$ cat config.mk
export PLATFORM = sky130hd
export DESIGN_NAME = uart_status_line_keyword_tracker_core
export DESIGN_NICKNAME = d
export VERILOG_FILES = /design/src/rtl/ulkt_pkg.sv /design/src/rtl/ulkt_line_tracker.sv /design/src/rtl/ulkt_link_ctrl.sv /design/src/rtl/uart_status_line_keyword_tracker_core.sv
export SDC_FILE = /design/constraint.sdc
export NUM_CORES = 1
export LEC_CHECK = 0
export ABC_AREA = 1
export BUFFER_PORTS_ARGS = -buffer_cell sky130_fd_sc_hd__buf_2
export CAP_MARGIN = 20
export CORE_MARGIN = 10
export CORE_UTILIZATION = 45
export CTS_CLUSTER_DIAMETER = 40
export DETAILED_ROUTE_END_ITERATION = 7
export GPL_TIMING_DRIVEN = 1
export HOLD_SLACK_MARGIN = 0.15
export PLACE_DENSITY = 0.6
export SLEW_MARGIN = 20
export SYNTH_ARGS = -nofsm -noshare
export SYNTH_HDL_FRONTEND = slang
export SYNTH_HIERARCHICAL = 1
export SYNTH_SLANG_ARGS = --single-unit
$ cat constraint.sdc
create_clock -name clk -period 4.84 [get_ports clk]
set_input_delay 0.242 -clock clk [delete_from_list [all_inputs] [get_ports clk]]
set_output_delay 0.242 -clock clk [all_outputs]
set_load 0.03 [all_outputs]
$ cat src/rtl/ulkt_pkg.sv
// Shared types, codes and keyword tables for the status line keyword tracker.
`default_nettype none

package ulkt_pkg;

    localparam int KW_COUNT = 6;
    localparam int KW_MAX   = 10;

    // Keyword order in the seen mask
    localparam int KW_POWER_ON   = 0;
    localparam int KW_DISCONNECT = 1;
    localparam int KW_STATUS0    = 2;
    localparam int KW_CONNECT    = 3;
    localparam int KW_STATUS1    = 4;
    localparam int KW_SCAN       = 5;

    localparam logic [1:0] OP_RX_BYTE   = 2'd0;
    localparam logic [1:0] OP_TICK      = 2'd1;
    localparam logic [1:0] OP_POWER_OFF = 2'd2;

    localparam logic [1:0] LINK_UNKNOWN = 2'd0;
    localparam logic [1:0] LINK_DOWN    = 2'd1;
    localparam logic [1:0] LINK_UP      = 2'd2;
    localparam logic [1:0] LINK_SCAN    = 2'd3;

    localparam logic [1:0] CMD_NONE      = 2'd0;
    localparam logic [1:0] CMD_STATUS    = 2'd1;
    localparam logic [1:0] CMD_POWER_OFF = 2'd2;

    localparam logic [7:0] CHAR_NEWLINE   = 8'h0A;
    localparam logic [7:0] CHAR_PRINTABLE = 8'h20;

    localparam logic [21:0] POLL_PERIOD_RESET = 22'd60000;

    localparam logic [3:0] KW_LEN [KW_COUNT] = '{4'd8, 4'd10, 4'd8, 4'd7, 4'd8, 4'd4};

    localparam logic [7:0] KW_TEXT [KW_COUNT][KW_MAX] = '{
        '{"P", "O", "W", "E", "R", " ", "O", "N", 8'h00, 8'h00},
        '{"D", "I", "S", "C", "O", "N", "N", "E", "C", "T"},
        '{"S", "T", "A", "T", "U", "S", ":", "0", 8'h00, 8'h00},
        '{"C", "O", "N", "N", "E", "C", "T", 8'h00, 8'h00, 8'h00},
        '{"S", "T", "A", "T", "U", "S", ":", "1", 8'h00, 8'h00},
        '{"S", "C", "A", "N", 8'h00, 8'h00, 8'h00, 8'h00, 8'h00, 8'h00}
    };

    typedef struct packed {
        logic [1:0]  op;
        logic [7:0]  rx_byte;
        logic [31:0] now_ms;
        logic        poll_enabled;
    } item_t;

    typedef struct packed {
        logic                ended;
        logic [KW_COUNT-1:0] seen;
    } line_evt_t;

    typedef struct packed {
        logic [1:0] link_state;
        logic       powered;
        logic       soft_off;
        logic       line_ended;
        logic [1:0] send_command;
    } res_t;

    // Longest keyword prefix that is a suffix of the matched prefix plus the byte
    function automatic logic [3:0] kw_advance(input int k, input logic [3:0] p,
                                              input logic [7:0] c);
        logic [3:0] q;
        logic [3:0] res;
        logic [3:0] idx;
        logic       ok;
        q   = (p >= KW_LEN[k]) ? 4'd0 : p;
        res = 4'd0;
        for (int n = 1; n <= KW_MAX; n++)
        begin
            if (n <= int'(KW_LEN[k]) && n <= int'(q) + 1)
            begin
                ok = (KW_TEXT[k][n-1] == c);
                for (int i = 0; i < n - 1; i++)
                begin
                    idx = 4'(int'(q) - (n - 1) + i);
                    if (KW_TEXT[k][idx] != KW_TEXT[k][i])
                        ok = 1'b0;
                end
                if (ok)
                    res = 4'(n);
            end
        end
        return res;
    endfunction

endpackage

`default_nettype wire

$ cat src/rtl/ulkt_line_tracker.sv
// Line assembler with per-keyword incremental matchers.
`default_nettype none

module ulkt_line_tracker
    import ulkt_pkg::*;
#(
    parameter int LINE_BYTES = 128
)
(
    input  wire logic      clk,
    input  wire logic      rst_n,
    input  wire logic      fire,
    input  wire item_t     item,
    output line_evt_t      evt
);

    localparam int LEN_W = $clog2(LINE_BYTES);

    logic [LEN_W-1:0]    line_length_reg, line_length_next;
    logic [3:0]          progress_reg [KW_COUNT];
    logic [3:0]          progress_next [KW_COUNT];
    logic [3:0]          adv [KW_COUNT];
    logic [KW_COUNT-1:0] seen_reg, seen_next;
    logic                is_byte;
    logic                keep;
    logic                ended;

    genvar g;
    generate
        for (g = 0; g < KW_COUNT; g++)
        begin : g_kw
            assign adv[g] = kw_advance(g, progress_reg[g], item.rx_byte);
        end
    endgenerate

    assign is_byte = fire && (item.op == OP_RX_BYTE);
    assign ended   = is_byte && (item.rx_byte == CHAR_NEWLINE) && (line_length_reg != '0);
    assign keep    = is_byte && (item.rx_byte >= CHAR_PRINTABLE)
                     && (line_length_reg < LEN_W'(LINE_BYTES - 1));

    always_comb
    begin
        line_length_next = line_length_reg;
        seen_next        = seen_reg;
        for (int k = 0; k < KW_COUNT; k++)
            progress_next[k] = progress_reg[k];
        if (ended)
        begin
            line_length_next = '0;
            seen_next        = '0;
            for (int k = 0; k < KW_COUNT; k++)
                progress_next[k] = 4'd0;
        end
        else if (keep)
        begin
            line_length_next = line_length_reg + 1'b1;
            for (int k = 0; k < KW_COUNT; k++)
            begin
                // Restart the matcher after a full hit
                if (adv[k] == KW_LEN[k])
                begin
                    seen_next[k]     = 1'b1;
                    progress_next[k] = 4'd0;
                end
                else
                    progress_next[k] = adv[k];
            end
        end
    end

    always_ff @(posedge clk or negedge rst_n)
    begin
        if (!rst_n)
        begin
            line_length_reg <= '0;
            seen_reg        <= '0;
            for (int k = 0; k < KW_COUNT; k++)
                progress_reg[k] <= 4'd0;
        end
        else
        begin
            line_length_reg <= line_length_next;
            seen_reg        <= seen_next;
            for (int k = 0; k < KW_COUNT; k++)
                progress_reg[k] <= progress_next[k];
        end
    end

    assign evt.ended = ended;
    assign evt.seen  = seen_reg;

endmodule

`default_nettype wire

$ cat src/rtl/ulkt_link_ctrl.sv
// Power, soft-off and link state, poll timer and command selection.
`default_nettype none

module ulkt_link_ctrl
    import ulkt_pkg::*;
(
    input  wire logic        clk,
    input  wire logic        rst_n,
    input  wire logic        cfg_valid,
    input  wire logic [21:0] cfg_data,
    input  wire logic        fire,
    input  wire item_t       item,
    input  wire line_evt_t   evt,
    output res_t             res
);

    logic [21:0] period_reg;
    logic [1:0]  link_reg, link_next;
    logic        power_reg, power_next;
    logic        off_reg, off_next;
    logic [31:0] next_poll_reg, next_poll_next;
    logic [31:0] poll_sum;
    logic [31:0] poll_diff;
    logic        gated;
    logic [1:0]  cmd;

    assign poll_sum  = item.now_ms + {10'd0, period_reg};
    assign poll_diff = item.now_ms - next_poll_reg;
    assign gated     = !item.poll_enabled || !power_reg || off_reg || (link_reg == LINK_UP);

    always_comb
    begin
        link_next      = link_reg;
        power_next     = power_reg;
        off_next       = off_reg;
        next_poll_next = next_poll_reg;
        cmd            = CMD_NONE;
        if (fire)
        begin
            case (item.op)
                OP_RX_BYTE:
                begin
                    if (evt.ended)
                    begin
                        if (evt.seen[KW_POWER_ON])
                        begin
                            power_next = 1'b1;
                            off_next   = 1'b0;
                            link_next  = LINK_UNKNOWN;
                        end
                        if (evt.seen[KW_DISCONNECT] || evt.seen[KW_STATUS0])
                            link_next = LINK_DOWN;
                        else if (evt.seen[KW_CONNECT] || evt.seen[KW_STATUS1])
                            link_next = LINK_UP;
                        else if (evt.seen[KW_SCAN])
                            link_next = LINK_SCAN;
                    end
                end
                OP_TICK:
                begin
                    // Wrapping compare: due once now is not behind the poll time
                    if (gated)
                        next_poll_next = poll_sum;
                    else if (!poll_diff[31])
                    begin
                        next_poll_next = poll_sum;
                        cmd            = CMD_STATUS;
                    end
                end
                OP_POWER_OFF:
                begin
                    cmd       = CMD_POWER_OFF;
                    off_next  = 1'b1;
                    link_next = LINK_DOWN;
                end
                default:
                begin
                    cmd = CMD_NONE;
                end
            endcase
        end
    end

    always_ff @(posedge clk or negedge rst_n)
    begin
        if (!rst_n)
        begin
            period_reg    <= POLL_PERIOD_RESET;
            link_reg      <= LINK_UNKNOWN;
            power_reg     <= 1'b0;
            off_reg       <= 1'b0;
            next_poll_reg <= '0;
        end
        else
        begin
            if (cfg_valid)
                period_reg <= cfg_data;
            link_reg      <= link_next;
            power_reg     <= power_next;
            off_reg       <= off_next;
            next_poll_reg <= next_poll_next;
        end
    end

    assign res.link_state   = link_next;
    assign res.powered      = power_next;
    assign res.soft_off     = off_next;
    assign res.line_ended   = evt.ended;
    assign res.send_command = cmd;

endmodule

`default_nettype wire

$ cat src/rtl/uart_status_line_keyword_tracker_core.sv
// Top level: input register, line tracker, link control and result register.
// A word taken into the input register is processed and loaded into the result
// register once the result register is empty or being taken.
// Throughput: one word per cycle; the input register and result register advance
// together whenever the result register is empty or being taken.
// Reset (rst_n low, asynchronous) clears all flags, matchers, the poll time and
// loads the poll period with 60000; no clearing pass follows.
`default_nettype none

module uart_status_line_keyword_tracker_core
    import ulkt_pkg::*;
#(
    parameter int LINE_BYTES = 128
)
(
    input  wire logic        clk,
    input  wire logic        rst_n,
    input  wire logic        s_tvalid,
    output logic             s_tready,
    input  wire logic [47:0] s_tdata,   // rx_byte[7:0], now_ms[39:8], poll_enabled[40]
    input  wire logic [1:0]  s_tuser,   // opcode[1:0]
    output logic             m_tvalid,
    input  wire logic        m_tready,
    output logic [7:0]       m_tdata,   // link_state[1:0], powered[2], soft_off[3],
                                        // send_command[5:4]
    output logic             m_tlast,   // line_ended
    input  wire logic        cfg_valid,
    output logic             cfg_ready,
    input  wire logic [21:0] cfg_data
);

    logic      in_valid_reg;
    item_t     in_item_reg;
    logic      res_valid_reg;
    res_t      res_reg;
    logic      advance;
    logic      fire;
    line_evt_t evt;
    res_t      res;

    assign advance   = !res_valid_reg || m_tready;
    assign fire      = in_valid_reg && advance;
    assign s_tready  = !in_valid_reg || advance;
    assign cfg_ready = 1'b1;

    ulkt_line_tracker #(
        .LINE_BYTES (LINE_BYTES)
    ) u_line (
        .clk   (clk),
        .rst_n (rst_n),
        .fire  (fire),
        .item  (in_item_reg),
        .evt   (evt)
    );

    ulkt_link_ctrl u_ctrl (
        .clk       (clk),
        .rst_n     (rst_n),
        .cfg_valid (cfg_valid && cfg_ready),
        .cfg_data  (cfg_data),
        .fire      (fire),
        .item      (in_item_reg),
        .evt       (evt),
        .res       (res)
    );

    always_ff @(posedge clk or negedge rst_n)
    begin
        if (!rst_n)
        begin
            in_valid_reg  <= 1'b0;
            res_valid_reg <= 1'b0;
        end
        else
        begin
            if (s_tready)
                in_valid_reg <= s_tvalid;
            if (advance)
                res_valid_reg <= in_valid_reg;
        end
    end

    // Payload registers hold until the next load
    always_ff @(posedge clk)
    begin
        if (s_tvalid && s_tready)
        begin
            in_item_reg.op           <= s_tuser;
            in_item_reg.rx_byte      <= s_tdata[7:0];
            in_item_reg.now_ms       <= s_tdata[39:8];
            in_item_reg.poll_enabled <= s_tdata[40];
        end
        if (fire)
            res_reg <= res;
    end

    assign m_tvalid = res_valid_reg;
    assign m_tdata  = {2'b00, res_reg.send_command, res_reg.soft_off, res_reg.powered,
                       res_reg.link_state};
    assign m_tlast  = res_reg.line_ended;

    a_poweroff_state: assert property (@(posedge clk) disable iff (!rst_n)
        (res_valid_reg && res_reg.send_command == CMD_POWER_OFF)
        |-> (res_reg.soft_off && res_reg.link_state == LINK_DOWN))
        else $error("power-off word without soft-off and link down");

    a_query_gate: assert property (@(posedge clk) disable iff (!rst_n)
        (res_valid_reg && res_reg.send_command == CMD_STATUS)
        |-> (res_reg.powered && !res_reg.soft_off && res_reg.link_state != LINK_UP))
        else $error("status query while gated");

    a_line_no_cmd: assert property (@(posedge clk) disable iff (!rst_n)
        (res_valid_reg && res_reg.line_ended) |-> (res_reg.send_command == CMD_NONE))
        else $error("line end word carries a command");

    a_stall_cause: assert property (@(posedge clk) disable iff (!rst_n)
        !s_tready |-> (in_valid_reg && res_valid_reg && !m_tready))
        else $error("input stalled without output back-pressure");

    a_result_follows: assert property (@(posedge clk) disable iff (!rst_n)
        fire |=> res_valid_reg)
        else $error("processed word produced no result");

endmodule

`default_nettype wire

==> impl_metrics.json <==
{
  "outcome": "finished, final reports clean",
  "timing.fmax_ghz": 0.241,
  "cpMostUsedCell": "nand2_1",
  "core_area_um2": 36400,
  "rr_endpoint": "u_line/progress_reg[19]",
  "clk_latency_ps": 430,
  "overflow": 0,
  "power.density_nw_per_um2": 213,
  "worstPathMaxFanout": 14,
  "synthSimpleGateAreaFrac_pct": 38.4,
  "worst_setup_path_end_kind": "register",
  "cts_tree": "yes",
  "critPathLaunchType": "register",
  "setup_viol": 0,
  "syn_area_um2": 16500,
  "startpoint": "u_line/progress_reg[17]",
  "synth_flop_cell": "dfrtp_1",
  "async_flop_share_pct": 65.5,
  "vias": 16600,
  "place_hpwl_um": 40000,
  "area_growth_pct": 12.7,
  "multi_input_area_um2": 11000,
  "synth_top_area_cell": "ha_1",
  "critPathRequiredTime_ps": 5210,
  "grt_max_degree": 55,
  "p_int_mw": 2.66,
  "gp_congestion": 0.979,
  "r2r_slack_ps": 690,
  "wire_per_inst_um": 17.1,
  "die_h_um": 212,
  "vias_per_cell": 5.40,
  "slowest_stage": "dfrtp_1",
  "cts_buffers": 17,
  "skew_ps": 13.5,
  "critPathCapture": "u_line/progress_reg[19]",
  "switchingPower_mw": 1.29,
  "area.sequential_um2": 3890,
  "clockBufferDepth": 2,
  "antenna_left": 0,
  "swShare_pct": 32.7,
  "cp_num_buf_inv": 4,
  "reg2reg_depth": 20,
  "path_delay_family": "adder cells",
  "clkPwrFrac_pct": 35.3,
  "ys_seq_area_share_pct": 23.6,
  "timing.setup.tns_ps": 0,
  "synth_xor_area_share_pct": 1.49,
  "grt_pass1_wl_um": 84200,
  "drtIter0Drc": 1540,
  "drv_slew": 0,
  "ioPinCount": 89,
  "antenna_found_initial": 0,
  "firstDrtPassIters": 6,
  "ctsHoldBuffers": 69,
  "fp.dieArea_um2": 44700,
  "synth_warnings": 6,
  "nets": 2891,
  "synth_cells": 2441,
  "first_global_vias": 15900,
  "crit_chain": "o21ai_1, buf_4, nand2_4, inv_1, ha_1, inv_1, ha_1, inv_2, ha_1, o21ai_0, nand3_1, nor2_1, nand2_1, nor3_1, nand3_1, nand2_1, nor2_1, nor2_1, nand2_1, nand2_1",
  "cts-root-buf": "clkbuf_16",
  "critical_path_class": "reg -> reg",
  "relSlewSlack_pct": 39.8,
  "initial_core_util_pct": 45.3,
  "largest_reg_flops": 43,
  "synthMostInstantiatedCell": "nand2_1",
  "drc_errors": 0,
  "cts_resized": 0,
  "synth_cell_types": 69,
  "period_needed_ps": 4150,
  "final_util_pct": 51.0,
  "hp-class": "in -> async",
  "pwr-share-comb_pct": 25.2,
  "rsz0062_at_grt": "false",
  "placementRows": 70,
  "worstSetupPathDepth": 20,
  "die_x_um": 212,
  "synthMuxAreaShare_pct": 1.43,
  "synth_edf_count": 50,
  "maxCapViolCount": 0,
  "track_usage_pct": 23.3,
  "fill_cells": 3642,
  "synth_top_family_by_area": "simple AND/OR/NAND/NOR gates",
  "antennaDiodeCount": 0,
  "synth.avg_cell_area_um2": 6.76,
  "holdWs_ps": 346,
  "critPathArrivalTime_ps": 4520,
  "p_seq_share_pct": 39.5,
  "synth-seq-cells": 145,
  "synth_top_area_share_pct": 17.5,
  "synth_fa_ha_area_share_pct": 17.6,
  "synth_compound_area_share_pct": 7.48,
  "numClockSinks": 145,
  "post_cts_buffers": 0,
  "p_leak_nw": 9.38,
  "fin_crit_sh_pct": 85.8,
  "drive_gt1_share_pct": 10.8,
  "synth_common_cells": "nand2_1, inv_1, nor2_1",
  "vdd_drop_max_mv": 0.271,
  "r2r-start": "u_line/progress_reg[17]",
  "wl_um": 52200,
  "worst-slew-pin-transition_ps": 903,
  "finalPower_mw": 3.95,
  "cpPeakStageDelay_ps": 600,
  "clk_pin_slew_ps": 70,
  "synthTopCellsByArea": "ha_1, nand2_1, dfrtp_1",
  "hold_viol_final": 0,
  "h-tree-depth": 4,
  "portBuffers": 78
}
## area by class of cell
class	count	area share, %
well taps	468	3.15
multi-input cells	1909	59.2
repair buffers	164	6.51
clock inverters	13	0.928
flip-flops and latches	145	20.9
clock buffers	19	2.38
inverters	345	6.97
## power by group through the flow
stage / logic [mW] / registers (mW) / clock network, mW
final: 0.996 / 1.56 / 1.40
after global routing: 1.15 / 1.58 / 1.49
after CTS: 0.997 / 1.56 / 1.42
after detailed placement: 0.948 / 1.58 / 0
after global placement: 0.928 / 1.58 / 0
after floorplan: 0.704 / 1.55 / 0
## worst min-delay path by stage
| stage | start | endpoint | slack [ps] | depth (start not counted) |
|---|---|---|---|---|
| 4_1_cts | rst_n | u_ctrl/period_reg[10] | 350 | 2 |
| 6_report | rst_n | u_ctrl/period_reg[10] | 350 | 2 |
| 3_3_place_gp | rst_n | u_ctrl/period_reg[10] | 270 | 1 |
| 2_1_floorplan | rst_n | in_valid_reg | -50 | 0 |
| 3_5_place_dp | rst_n | u_ctrl/period_reg[10] | 270 | 1 |
| 5_1_grt | rst_n | u_ctrl/period_reg[10] | 400 | 2 |
## cells in the final DEF (no fill, tap or decap), types with 38 or more instances in the layout
cell type / netlist / final
a21oi_1: 61 / 61
buf_2: 11 / 77
dfrtp_1: 88 / 88
dlygate4sd3_1: 0 / 69
edfxtp_1: 50 / 50
ha_1: 231 / 231
inv_1: 322 / 321
nand2_1: 675 / 675
nand2_2: 59 / 59
nand3_1: 192 / 192
nand4_1: 60 / 60
nor2_1: 257 / 257
nor3_1: 56 / 56
nor4_1: 38 / 38
o21ai_0: 93 / 93
## metal layers
metal	GRT usage (%)	part of all wire (%)	vias to the layer above
met3	3.86	7.0	83
met5	0	0	-
met2	39.0	46	643
met4	7.31	2.8	0
met1	30.1	44	7596
li1	-	-	8232
## cell families (layout without fill, tap and decap cells)
| kind of cell | count (synthesis) | in the layout |
|---|---|---|
| multiplexers | 21 | 21 |
| other | 4 | 8 |
| flip-flops | 145 | 145 |
| buffers and inverters | 391 | 541 |
| XOR/XNOR | 26 | 26 |
| AND/OR/NAND/NOR | 1407 | 1407 |
| AO/OA/AOI/OAI | 215 | 215 |
| adder cells (fa/ha/maj) | 232 | 232 |
## through the flow
step	setup slack [ps]	cells	instance area, µm²
global route	302	3063	18600
detailed placement	764	2962	17300
floorplan	1400	2445	16500
finish	689	3063	18600
CTS	751	3063	18600
global placement	825	2962	17300
No activity file was read; power rests on OpenSTA's default activity.
